<file path="src/rtl/status_led_flash_mux_core_macros.svh">
// Assertion helpers shared by the RTL files.
`ifndef STATUS_LED_FLASH_MUX_CORE_MACROS_SVH
`define STATUS_LED_FLASH_MUX_CORE_MACROS_SVH

// Same-cycle implication, disabled while reset is asserted.
`define SLFM_ASSERT_IMP(lbl, clk, rstn, ante, cons, msg) \
  lbl: assert property (@(posedge clk) disable iff (!(rstn)) (ante) |-> (cons)) \
    else $error(msg);

// Next-cycle implication, disabled while reset is asserted.
`define SLFM_ASSERT_NXT(lbl, clk, rstn, ante, cons, msg) \
  lbl: assert property (@(posedge clk) disable iff (!(rstn)) (ante) |=> (cons)) \
    else $error(msg);

`endif

</file>
<file path="src/rtl/slfm_pkg.sv">
`default_nettype none
package slfm_pkg;

  // Event codes
  typedef enum logic [1:0] {
    CMD_PROFILE    = 2'd0,
    CMD_CONNECT    = 2'd1,
    CMD_DISCONNECT = 2'd2,
    CMD_TICK       = 2'd3
  } cmd_e;

  // Configuration register indexes
  localparam logic [1:0] REG_FLASH_TICKS    = 2'd0;
  localparam logic [1:0] REG_DWELL_TICKS    = 2'd1;
  localparam logic [1:0] REG_PROFILE_COLORS = 2'd2;

  // Reset values of the configuration registers
  localparam logic [15:0] FLASH_TICKS_RST    = 16'd1000;
  localparam logic [7:0]  DWELL_TICKS_RST    = 8'd4;
  localparam logic [14:0] PROFILE_COLORS_RST = 15'd26452;

  // Colour bits
  localparam logic [2:0] COL_RED = 3'b001;
  localparam logic [2:0] COL_YG  = 3'b010;
  localparam logic [2:0] COL_GRN = 3'b100;

  typedef struct packed {
    logic [15:0] flash_ticks;
    logic [7:0]  dwell_ticks;
    logic [14:0] profile_colors;
  } cfg_t;

  typedef struct packed {
    cmd_e       command;
    logic [2:0] profile_index;
    logic       from_split_link;
    logic       connect_failed;
  } evt_t;

  // Colour mask of one profile; profiles beyond the register have none
  function automatic logic [2:0] profile_mask(input logic [14:0] colors,
                                              input logic [2:0] idx);
    logic [2:0] m;
    unique case (idx)
      3'd0:    m = colors[2:0];
      3'd1:    m = colors[5:3];
      3'd2:    m = colors[8:6];
      3'd3:    m = colors[11:9];
      3'd4:    m = colors[14:12];
      default: m = 3'b000;
    endcase
    return m;
  endfunction

  // Two or more colours wanted
  function automatic logic multi_color(input logic [2:0] m);
    return (m[0] & m[1]) | (m[0] & m[2]) | (m[1] & m[2]);
  endfunction

endpackage
`default_nettype wire

</file>
<file path="src/rtl/slfm_cfg.sv">
`default_nettype none
module slfm_cfg (
  input  wire logic           clk_i,
  input  wire logic           rst_ni,
  input  wire logic           wr_en_i,
  input  wire logic [1:0]     wr_index_i,
  input  wire logic [15:0]    wr_data_i,
  output slfm_pkg::cfg_t      cfg_o
);
  import slfm_pkg::*;

  logic [15:0] flash_ticks_q;
  logic [7:0]  dwell_ticks_q;
  logic [14:0] profile_colors_q;

  // Register file; writes to an unused index are dropped
  always_ff @(posedge clk_i or negedge rst_ni) begin
    if (!rst_ni) begin
      flash_ticks_q    <= FLASH_TICKS_RST;
      dwell_ticks_q    <= DWELL_TICKS_RST;
      profile_colors_q <= PROFILE_COLORS_RST;
    end else if (wr_en_i) begin
      if (wr_index_i == REG_FLASH_TICKS)    flash_ticks_q    <= wr_data_i;
      if (wr_index_i == REG_DWELL_TICKS)    dwell_ticks_q    <= wr_data_i[7:0];
      if (wr_index_i == REG_PROFILE_COLORS) profile_colors_q <= wr_data_i[14:0];
    end
  end

  assign cfg_o.flash_ticks    = flash_ticks_q;
  assign cfg_o.dwell_ticks    = dwell_ticks_q;
  assign cfg_o.profile_colors = profile_colors_q;

endmodule
`default_nettype wire

</file>
<file path="src/rtl/slfm_engine.sv">
`default_nettype none
`include "status_led_flash_mux_core_macros.svh"
module slfm_engine #(
  parameter int NUM_PROFILES = 5,
  parameter int NUM_CHANNELS = 3
) (
  input  wire logic           clk_i,
  input  wire logic           rst_ni,
  input  wire logic           evt_en_i,
  input  slfm_pkg::evt_t      evt_i,
  input  slfm_pkg::cfg_t      cfg_i,
  output logic [2:0]          drive_o
);
  import slfm_pkg::*;

  localparam int PosW = $clog2(NUM_CHANNELS);
  localparam logic [3:0] NumProf = 4'(NUM_PROFILES);
  localparam logic [PosW:0] NumCh = (PosW + 1)'(NUM_CHANNELS);

  logic            link_lost_q, link_lost_d;
  logic            flash_active_q, flash_active_d;
  logic [2:0]      flash_colors_q, flash_colors_d;
  logic [15:0]     flash_cnt_q, flash_cnt_d;
  logic            mux_active_q, mux_active_d;
  logic [PosW-1:0] mux_pos_q, mux_pos_d;
  logic [7:0]      dwell_cnt_q, dwell_cnt_d;
  logic [2:0]      drive_q, drive_d;

  logic            do_apply;
  logic [2:0]      m_apply;
  logic [2:0]      prof_mask;
  logic            prof_ok;
  logic [2:0]      wanted_now;

  assign prof_mask  = profile_mask(cfg_i.profile_colors, evt_i.profile_index);
  assign prof_ok    = {1'b0, evt_i.profile_index} < NumProf;
  assign wanted_now = (flash_active_q ? flash_colors_q : 3'b000) |
                      (link_lost_q ? COL_RED : 3'b000);

  // Event decode and state update
  always_comb begin
    logic [PosW:0]   sum;
    logic [PosW:0]   cand;
    logic [3:0]      cand4;
    logic [PosW-1:0] step_pos;
    logic [2:0]      step_drive;
    sum            = '0;
    cand           = '0;
    cand4          = 4'd0;
    step_pos       = mux_pos_q;
    step_drive     = 3'b000;
    link_lost_d    = link_lost_q;
    flash_active_d = flash_active_q;
    flash_colors_d = flash_colors_q;
    flash_cnt_d    = flash_cnt_q;
    mux_active_d   = mux_active_q;
    mux_pos_d      = mux_pos_q;
    dwell_cnt_d    = dwell_cnt_q;
    drive_d        = drive_q;
    do_apply       = 1'b0;
    m_apply        = wanted_now;
    if (evt_en_i) begin
      unique case (evt_i.command)
        CMD_PROFILE: begin
          if (prof_ok) begin
            flash_colors_d = prof_mask;
            flash_active_d = 1'b1;
            flash_cnt_d    = cfg_i.flash_ticks;
            do_apply       = 1'b1;
            m_apply        = prof_mask | (link_lost_q ? COL_RED : 3'b000);
          end
        end
        CMD_CONNECT: begin
          if (!evt_i.connect_failed && evt_i.from_split_link) begin
            link_lost_d = 1'b0;
            do_apply    = 1'b1;
            m_apply     = flash_active_q ? flash_colors_q : 3'b000;
          end
        end
        CMD_DISCONNECT: begin
          if (evt_i.from_split_link) begin
            link_lost_d = 1'b1;
            do_apply    = 1'b1;
            m_apply     = wanted_now | COL_RED;
          end
        end
        CMD_TICK: begin
          if (flash_active_q && flash_cnt_q <= 16'd1) begin
            // flash expiry: re-apply, no second mux step this tick
            flash_cnt_d    = 16'd0;
            flash_active_d = 1'b0;
            flash_colors_d = 3'b000;
            do_apply       = 1'b1;
            m_apply        = link_lost_q ? COL_RED : 3'b000;
          end else begin
            if (flash_active_q) flash_cnt_d = flash_cnt_q - 16'd1;
            if (mux_active_q) begin
              if (dwell_cnt_q <= 8'd1) begin
                dwell_cnt_d = 8'd0;
                do_apply    = 1'b1;
                m_apply     = wanted_now;
              end else begin
                dwell_cnt_d = dwell_cnt_q - 8'd1;
              end
            end
          end
        end
      endcase
    end
    // Apply: multiplex two or more colours, else drive statically
    if (do_apply) begin
      if (multi_color(m_apply)) begin
        // Round-robin search: next wanted channel after the current position
        for (int k = NUM_CHANNELS; k >= 1; k--) begin
          sum   = {1'b0, mux_pos_q} + (PosW + 1)'(k);
          cand  = (sum >= NumCh) ? sum - NumCh : sum;
          cand4 = 4'(cand);
          if (cand4 < 4'd3 && m_apply[cand4[1:0]]) begin
            step_pos   = cand[PosW-1:0];
            step_drive = 3'b001 << cand4[1:0];
          end
        end
        mux_active_d = 1'b1;
        mux_pos_d    = step_pos;
        drive_d      = step_drive;
        dwell_cnt_d  = cfg_i.dwell_ticks;
      end else begin
        mux_active_d = 1'b0;
        drive_d      = m_apply;
      end
    end
  end

  always_ff @(posedge clk_i or negedge rst_ni) begin
    if (!rst_ni) begin
      link_lost_q    <= 1'b1;
      flash_active_q <= 1'b0;
      flash_colors_q <= 3'b000;
      flash_cnt_q    <= 16'd0;
      mux_active_q   <= 1'b0;
      mux_pos_q      <= '0;
      dwell_cnt_q    <= 8'd0;
      drive_q        <= COL_RED;
    end else begin
      link_lost_q    <= link_lost_d;
      flash_active_q <= flash_active_d;
      flash_colors_q <= flash_colors_d;
      flash_cnt_q    <= flash_cnt_d;
      mux_active_q   <= mux_active_d;
      mux_pos_q      <= mux_pos_d;
      dwell_cnt_q    <= dwell_cnt_d;
      drive_q        <= drive_d;
    end
  end

  assign drive_o = drive_q;

  // Checks
  `SLFM_ASSERT_IMP(a_mux_onehot, clk_i, rst_ni, mux_active_q, $onehot(drive_q),
                   "multiplexed drive is not one-hot")
  `SLFM_ASSERT_IMP(a_static_single, clk_i, rst_ni, !mux_active_q,
                   $countones(drive_q) <= 1, "static drive has several colours")
  `SLFM_ASSERT_IMP(a_flash_cleared, clk_i, rst_ni, !flash_active_q,
                   flash_colors_q == 3'b000, "stale flash colours")
  `SLFM_ASSERT_IMP(a_drive_wanted, clk_i, rst_ni, 1'b1,
                   (drive_q & ~wanted_now) == 3'b000, "lit colour not wanted")

endmodule
`default_nettype wire

</file>
<file path="src/rtl/status_led_flash_mux_core.sv">
// Ch  | Handshake               | Fields
// ----+-------------------------+------------------------------------------------------------
// cfg | cfg_valid_i/cfg_ready_o | cfg_index_i, cfg_data_i
// in  | in_valid_i/in_ready_o   | command_i, profile_index_i, from_split_link_i, connect_failed_i
// out | out_valid_o/out_ready_i | led_drive_o
//
// One word in, one word out; a word is accepted every cycle that in_ready_o is high,
// its result is valid in the next cycle (state update and mux search are combinational).
// The drive register doubles as the output register; in_ready_o drops only
// while a result waits and out_ready_i is low.
// cfg_ready_o is always high. Reset: red lit, link lost, no result pending.
`default_nettype none
`include "status_led_flash_mux_core_macros.svh"
module status_led_flash_mux_core #(
  parameter int NUM_PROFILES = 5,
  parameter int NUM_CHANNELS = 3
) (
  input  wire logic        clk_i,
  input  wire logic        rst_ni,
  input  wire logic        cfg_valid_i,
  output logic             cfg_ready_o,
  input  wire logic [1:0]  cfg_index_i,
  input  wire logic [15:0] cfg_data_i,
  input  wire logic        in_valid_i,
  output logic             in_ready_o,
  input  wire logic [1:0]  command_i,
  input  wire logic [2:0]  profile_index_i,
  input  wire logic        from_split_link_i,
  input  wire logic        connect_failed_i,
  output logic             out_valid_o,
  input  wire logic        out_ready_i,
  output logic [2:0]       led_drive_o
);
  import slfm_pkg::*;

  cfg_t cfg;
  evt_t evt;
  logic in_acc;
  logic out_valid_q, out_valid_d;

  assign cfg_ready_o = 1'b1;

  slfm_cfg u_cfg (
    .clk_i      (clk_i),
    .rst_ni     (rst_ni),
    .wr_en_i    (cfg_valid_i),
    .wr_index_i (cfg_index_i),
    .wr_data_i  (cfg_data_i),
    .cfg_o      (cfg)
  );

  // Input word
  assign evt.command         = cmd_e'(command_i);
  assign evt.profile_index   = profile_index_i;
  assign evt.from_split_link = from_split_link_i;
  assign evt.connect_failed  = connect_failed_i;

  assign in_ready_o = !out_valid_q || out_ready_i;
  assign in_acc     = in_valid_i && in_ready_o;

  slfm_engine #(
    .NUM_PROFILES (NUM_PROFILES),
    .NUM_CHANNELS (NUM_CHANNELS)
  ) u_engine (
    .clk_i    (clk_i),
    .rst_ni   (rst_ni),
    .evt_en_i (in_acc),
    .evt_i    (evt),
    .cfg_i    (cfg),
    .drive_o  (led_drive_o)
  );

  // Result pending flag
  always_comb begin
    out_valid_d = out_valid_q;
    if (in_acc) begin
      out_valid_d = 1'b1;
    end else if (out_ready_i) begin
      out_valid_d = 1'b0;
    end
  end

  always_ff @(posedge clk_i or negedge rst_ni) begin
    if (!rst_ni) begin
      out_valid_q <= 1'b0;
    end else begin
      out_valid_q <= out_valid_d;
    end
  end

  assign out_valid_o = out_valid_q;

  // Checks
  `SLFM_ASSERT_NXT(a_acc_gives_result, clk_i, rst_ni, in_acc, out_valid_q,
                   "accepted word produced no result")
  `SLFM_ASSERT_NXT(a_drive_held, clk_i, rst_ni, !in_acc, $stable(led_drive_o),
                   "drive changed without an accepted word")

endmodule
`default_nettype wire
</file>
<file path="config.mk">
export PLATFORM = sky130hd
export DESIGN_NAME = status_led_flash_mux_core
export DESIGN_NICKNAME = d
export VERILOG_FILES = /design/src/rtl/slfm_pkg.sv /design/src/rtl/slfm_cfg.sv /design/src/rtl/slfm_engine.sv /design/src/rtl/status_led_flash_mux_core.sv
export VERILOG_INCLUDE_DIRS = /design/src /design/src/rtl
export SDC_FILE = /design/constraint.sdc
export NUM_CORES = 1
export LEC_CHECK = 0
export ABC_AREA = 1
export BUFFER_PORTS_ARGS = -buffer_cell sky130_fd_sc_hd__buf_2
export CORE_ASPECT_RATIO = 1.2
export CORE_MARGIN = 2
export CORE_UTILIZATION = 25
export CTS_BUF_LIST = sky130_fd_sc_hd__clkbuf_4
export DETAILED_ROUTE_END_ITERATION = 8
export SLEW_MARGIN = 20
export SYNTH_ARGS = -nofsm -noshare
export SYNTH_HDL_FRONTEND = slang
export SYNTH_HIERARCHICAL = 1
export SYNTH_SLANG_ARGS = --single-unit
</file>
<file path="constraint.sdc">
create_clock -name clk_i -period 3 [get_ports clk_i]
set_input_delay 0.15 -clock clk_i [delete_from_list [all_inputs] [get_ports clk_i]]
set_output_delay 0.15 -clock clk_i [all_outputs]
set_load 0.01 [all_outputs]
</file>
# After elaboration in Yosys (flattened, before gate mapping)
# Cells that the tools add are included.
[op_classes]
add_sub_neg = 8
n_lt_le_gt_ge = 12
eq_ne = 14
shift = 3
muxes = 56
bitwise_logic = 7
n_reduce_logical = 23
[op_table]
columns = ["cell", "n"]
rows = [
  ["two-way mux 8 bit", 7],
  ["two-way mux 16 bit", 3],
  ["two-way mux 3 bit", 14],
  ["case mux 16 bit (2 select lines)", 1],
  ["two-way mux 1 bit", 19],
  ["<= comparator 16 x 1 -> 1 bit, second input constant", 1],
  ["subtractor 16 x 1 -> 16 bit, second input constant", 1],
  ["case mux 3 bit (5 select lines)", 1],
  ["case mux 3 bit (4 select lines)", 1],
  ["AND reduction 4 bit", 3],
  ["greater-or-equal comparator 3 x 2 -> 1 bit, second input constant", 3],
  ["< comparator 2 x 3 -> 1 bit, second input constant", 3],
  ["< comparator 3 x 2 -> 1 bit, second input constant", 3],
  ["left shift 1 x 2 -> 3 bit, first input constant", 3],
  ["subtractor 3 x 2 -> 3 bit, second input constant", 3],
  ["<= comparator 8 x 1 -> 1 bit, second input constant", 1],
  ["subtractor 8 x 1 -> 8 bit, second input constant", 1],
  ["adder 2 x 2 -> 3 bit, second input constant", 2],
  ["binary-select mux 1 bit (select 2 bit)", 3],
  ["equality test 2 bit, second input constant", 3],
  ["equality test 3 x 2 -> 1 bit, second input constant", 2],
  ["logical AND 1 bit", 6],
  ["two-way mux 2 bit", 3],
  ["inequality test 2 x 1 -> 1 bit, second input constant", 3],
  ["other kinds (21)", 33],
]
[totals]
regBits = 75
inputBits = 30
output_inout_bits = 6
word_cells = 135

# Longest topological paths before layout
[logic_depth]
depth_word = 13
ltp_mapped = 21
mapped_depth_nobuf = 21

# Modules after synthesis
# Netlist, hierarchy kept.
[by_module_without_submodules]
columns = ["mod", "n_inst", "cells_each", "area_each_um2", "seq_area_each_um2"]
rows = [
  ["slfm_engine", 1, 416, 2947.8, 878.3],
  ["slfm_cfg", 1, 174, 1662.8, 994.7],
  ["status_led_flash_mux_core", 1, 8, 56.3, 25.0],
]

# Worst setup path before layout
# Ideal clock, no wire load.
[synth_timing]
path_kind = "reg-to-reg"
from = "reg u_engine.flash_cnt_q[0]"
to = "reg u_engine.dwell_cnt_q[6]"
setup_ps = 115
arrival_ps = 1930
t_required_ps = 2885
setup_slack_ps = 955
path_stages_with_launch = 19
n_path_buf = 1
synth_period_minus_slack_ps = 2045
cell_sequence = "dfrtp_1 -> inv_1 -> ha_1 -> o21ai_1 -> nor2_2 -> nand2_2 -> nand2_4 -> nand2_2 -> nand2_1 -> nand2_1 -> nand2_2 -> nand2_4 -> o21ai_4 -> nand2_4 -> nand2_8 -> buf_8 -> nand2_1 -> o21ai_2 -> inv_2"
[synth_between]
elab_chain_len = 10
elab_cells_between_ends = 18
classes_between = "order compare: 1; mux: 11; bitwise: 5; reduce/logical: 1"
[synth_lines]
columns = ["element", "line", "source"]
rows = [
  ["start, declared", "slfm_engine.sv:23", "logic [15:0] flash_cnt_q, flash_cnt_d;"],
  ["start signal, assigned", "slfm_engine.sv:148", "flash_cnt_q <= flash_cnt_d;"],
  ["<= comparator 16 x 1 -> 1 bit *", "slfm_engine.sv:88", "if (flash_active_q && flash_cnt_q <= 16'd1) begin"],
  ["logical AND 1 bit *", "slfm_engine.sv:88", ""],
  ["two-way mux 3 bit", "slfm_engine.sv:88", ""],
  ["case mux 3 bit (4 select lines)", "slfm_engine.sv:63", "unique case (evt_i.command)"],
  ["two-way mux 3 bit", "slfm_engine.sv:62", "if (evt_en_i) begin"],
  ["AND 1 bit", "slfm_pkg.sv:57", "return (m[0] & m[1]) | (m[0] & m[2]) | (m[1] & m[2]);"],
  ["bitwise OR 1 bit (2 in series)", "slfm_pkg.sv:57", ""],
  ["two-way mux 8 bit", "slfm_engine.sv:112", "if (multi_color(m_apply)) begin"],
  ["two-way mux 8 bit *", "slfm_engine.sv:111", "if (do_apply) begin"],
  ["named net u_engine.dwell_cnt_d[6]", "slfm_engine.sv:26", "logic [7:0] dwell_cnt_q, dwell_cnt_d;"],
  ["end signal, assigned", "slfm_engine.sv:151", "dwell_cnt_q <= dwell_cnt_d;"],
  ["end, declared", "slfm_engine.sv:26", ""],
]
# Mark *: on every way through the listed nets, which the timed path passes. The rest lies on a longest branch.
# A chain may end at the register's enable or synchronous reset.

# Worst setup path after layout
[layout_timing]
from = "reg u_engine.flash_cnt_q[0]"
to = "reg u_engine.mux_pos_q[1]"
[layout_between]
elab_chain_len = 10
elab_cells_between_ends = 26
classes_between = "order compare: 1; mux: 14; bitwise: 5; reduce/logical: 6"
[layout_lines]
columns = ["element", "line", "source"]
rows = [
  ["<= comparator 16 x 1 -> 1 bit *", "slfm_engine.sv:88", ""],
  ["logical AND 1 bit *", "slfm_engine.sv:88", ""],
  ["two-way mux 3 bit", "slfm_engine.sv:88", ""],
  ["case mux 3 bit (4 select lines)", "slfm_engine.sv:63", ""],
  ["two-way mux 3 bit", "slfm_engine.sv:62", ""],
  ["binary-select mux 1 bit (select 2 bit)", "slfm_engine.sv:118", "if (cand4 < 4'd3 && m_apply[cand4[1:0]]) begin"],
  ["two-way mux 1 bit (implied by the code)", "slfm_engine.sv:118", ""],
  ["logical AND 1 bit", "slfm_engine.sv:118", ""],
  ["nonzero test 3 bit (no source line) or two-way mux 2 bit (tied branches)", "n/a", ""],
  ["AND reduction 3 bit (no source line) or two-way mux 2 bit (tied branches)", "n/a", ""],
  ["end signal, assigned", "slfm_engine.sv:150", "mux_pos_q <= mux_pos_d;"],
  ["end, declared", "slfm_engine.sv:25", "logic [PosW-1:0] mux_pos_q, mux_pos_d;"],
]
# Mark *: on every way between the ends. The rest lies on a longest branch, timed or not. The select of a mux whose other input is x is not followed.

==> results_dict.tcl <==
set metrics [dict create \
    track_usage_pct 12.4 \
    regToRegEndpoint "u_engine/mux_pos_q[1]$_DFFE_PN0P_" \
    ctsRootBufferMaster "sky130_fd_sc_hd__clkbuf_4" \
    synth-edff-count 0 \
    route.detailed.vias_per_inst 4.70 \
    netlist.area_leader.share_pct 31.1 \
    skew_ps 11.8 \
    ff2ff_setup_slack_ps 650 \
    gp_congestion 0.819 \
    final.fill_count 1982 \
    worst-path-max-fanout 16 \
    floorplan.die.width_microns 129 \
    setup.worst_path.end "u_engine/mux_pos_q[1]$_DFFE_PN0P_" \
    detailed_placement_hpwl_mm 8.61 \
    timing_hold_violations_final 0 \
    grt_util_met1_pct 16.8 \
    post-route-min-period_ps 2350 \
    antenna_found_initial 0 \
    final_cell_mix "sky130_fd_sc_hd__nand2_1, sky130_fd_sc_hd__dfrtp_1, sky130_fd_sc_hd__inv_1, sky130_fd_sc_hd__nand3_1, sky130_fd_sc_hd__buf_2" \
    total_wirelength_of_the_detailed_routed_design_mm 11.8 \
    ys_dominant_reg_cell "sky130_fd_sc_hd__dfrtp_1" \
    post_cts_resized 0 \
    post-route-drc-count 0 \
    finalSetupViolations 0 \
    synth.yosys.warnings 6 \
    fin_total_pwr_w 0.00339 \
    regToRegStartpoint "u_engine/flash_cnt_q[0]$_DFFE_PN0P_" \
    endpoint_required_time_on_the_critical_path_ps 3380 \
    maxClockFrequency_mhz 426 \
    timing_max_transition_violations_final 0 \
    timing.hold.worst.class "in -> reg" \
    cell_pwr_density_nw_per_um2 640 \
    rsz0062_at_grt "no" \
    crit_arrival_ps 2730 \
    final_core_utilization_pct 29.1 \
    initial_util_pct 25.6 \
    drtPass1Iterations 4 \
    maxCapViolCount 0 \
    netlist.top_cell.by_area "sky130_fd_sc_hd__dfrtp_1" \
    grt_pass1_vias 3863 \
    globalRouteMet2Util_pct 20.0 \
    global_route_wire_length_before_repair_mm 19.5 \
    insertedDiodeCount 0 \
    critical_path.endpoint_type "flop" \
    detailedRoute.firstIterationViolations 298 \
    r2r.worst_path.cells 18 \
    cts-buffers-inserted 9 \
    worst_skew_pair.late_latency_ps 450 \
    antenna_violating_nets_post_route 0 \
    tightest_slew_ps 976 \
    clock_tree.htree_level_count 3 \
    clkSinkCount 75 \
    grt_busiest_layer "met2" \
    synth.net_count 644 \
    count_of_different_cell_masters_after_synthesis 49 \
    floorplan.die.height_microns 154 \
    route.vias.total 4109 \
    die_outline_area_sq_um 19800 \
    crit_start "u_engine/flash_cnt_q[0]$_DFFE_PN0P_" \
    timing_worst_setup_path_type "reg -> reg" \
    totalNegativeSetupSlack_ps 0 \
    grt-ovfl-total 0 \
    ios 36 \
    port_buffers 34 \
    cts_tree "yes" \
    slew-limit-headroom_pct 34.9 \
    synth_seq_area_share_pct 40.7 \
    startpoint_type "flop" \
    synth_seq_cells 75 \
    static-leakage-power_nw 2.59 \
    worst_ir_drop_vdd_v 0.000237 \
    share_of_cells_above_drive_strength_1_pct 17.8 \
    core_area_sq_um 18200 \
    run_status "complete, no violations" \
    postSynth.asyncResetShare_pct 100 \
    final_common_cell "sky130_fd_sc_hd__nand2_1" \
    synthesis.instances 598 \
    area.growth.synth_to_final_pct 13.7 \
    final.period_utilization_pct 78.2 \
    clock_tree.buffer_depth 2 \
    final_nets 691 \
    post_synth_main_area_contributors "sky130_fd_sc_hd__dfrtp_1, sky130_fd_sc_hd__nand2_1, sky130_fd_sc_hd__dfstp_2" \
    fp-row-count 54 \
    syn_area_sq_um 4670 \
    wire_per_inst_microns 13.5 \
    grt_use_met3_pct 2.54 \
    worst_setup_hold_path_clk_slew_ps 130 \
    synth_area_per_cell_sq_um 7.80 \
    largest_net_degree_at_the_start_of_global_routing 76 \
]
## per-layer routing
layer | vias to the layer above | wire [microns]
met5 | - | 0
met4 | 0 | 138
met3 | 11 | 402
met2 | 88 | 5640
met1 | 1929 | 5660
li1 | 2081 | -
## report_power, final
part | switching [W] | total [W] | internal, W
registers | 0.000215 | 0.00150 | 0.00129
logic | 0.000836 | 0.00134 | 0.000500
clock network | 0.000389 | 0.000555 | 0.000166
total | 0.00144 | 0.00339 | 0.00195
## worst max-delay path, stage by stage, from the launching register on
cell,delay (ps)
sky130_fd_sc_hd__dfrtp_1,400
sky130_fd_sc_hd__inv_1,110
sky130_fd_sc_hd__ha_1,210
sky130_fd_sc_hd__o21ai_1,90
sky130_fd_sc_hd__nor2_2,150
sky130_fd_sc_hd__nand2_2,90
sky130_fd_sc_hd__nand2_4,130
sky130_fd_sc_hd__nand2_2,60
sky130_fd_sc_hd__nand2_1,50
sky130_fd_sc_hd__nand2_1,50
sky130_fd_sc_hd__nand2_2,90
sky130_fd_sc_hd__nand2_4,80
sky130_fd_sc_hd__o21ai_4,180
sky130_fd_sc_hd__nand2_4,110
sky130_fd_sc_hd__nand2_8,150
sky130_fd_sc_hd__inv_2,80
sky130_fd_sc_hd__nand2_1,110
sky130_fd_sc_hd__nand2_1,50
sky130_fd_sc_hd__o21ai_1,70
## stage by stage
step,instance area (sq um),setup WS [ps],hold WS [ps],instances
after floorplan,4670,955,-146,598
after global placement,5000,691,356,839
after detailed placement,5000,677,363,839
after CTS,5310,653,2.49,874
after global routing,5310,425,21.1,874
final,5310,653,41.0,874
## final cells by class
type	count	area, sq um	area share [%]
clock buffers	9	67.6	1.27
multi-input cells	436	2380	44.8
repair buffers	56	385	7.26
flip-flops and latches	75	1900	35.8
clock inverters	7	42.5	0.802
well taps	224	280	5.28
inverters	67	254	4.79
## kinds of logic after synthesis
| group | share of synthesized area [%] |
|---|---|
| simple gates | 32.5 |
| buf+inv | 8.39 |
| compound gates | 11.8 |
| flops | 40.7 |
| fa+ha+maj | 4.29 |
| xor+xnor | 2.06 |
| other cells | 0.0804 |
| mux | 0.214 |
## flip-flops by register name (all words and copies together), names as in the netlist
register and flops:
u_cfg/dwell_ticks_q 8, u_engine/dwell_cnt_q 8, u_engine/link_lost_q 1, u_engine/mux_pos_q 2, u_engine/flash_active_q 1, u_engine/flash_colors_q 3, u_engine/flash_cnt_q 16, u_engine/drive_o 3
out_valid_o 1, u_cfg/profile_colors_q 15, u_cfg/flash_ticks_q 16, u_engine/mux_active_q 1
## cells in the mapped netlist, drive strengths merged (9+ instances only)
cell / n
a22oi: 14
buf: 17
nor2: 40
o21ai: 27
nor3: 9
nand3: 47
dfrtp: 58
inv: 67
nand2: 189
nand4: 32
a21oi: 27
dfstp: 17
xor2: 9
ha: 16
## worst min path at each step
stage | startpoint | cells after the start | slack, ps | endpoint
global placement | in_valid_i | 3 | 360 | out_valid_o$_DFFE_PN0P_
detailed placement | in_valid_i | 3 | 360 | out_valid_o$_DFFE_PN0P_
finish | from_split_link_i | 4 | 40 | u_engine/link_lost_q$_DFFE_PN1P_
floorplan | rst_ni | 0 | -150 | out_valid_o$_DFFE_PN0P_
CTS | from_split_link_i | 4 | 2 | u_engine/link_lost_q$_DFFE_PN1P_
global route | from_split_link_i | 4 | 20 | u_engine/link_lost_q$_DFFE_PN1P_
## timing repair
| item | 4_1_cts | 5_1_grt |
|---|---|---|
| setup endpoints to repair | 0 | 0 |
| buffers inserted | 0 | 0 |
| hold buffers | 19 | 0 |
| endpoints found under the hold margin | 98 | 0 |
Note: power is estimated with default switching activity, not from simulation.
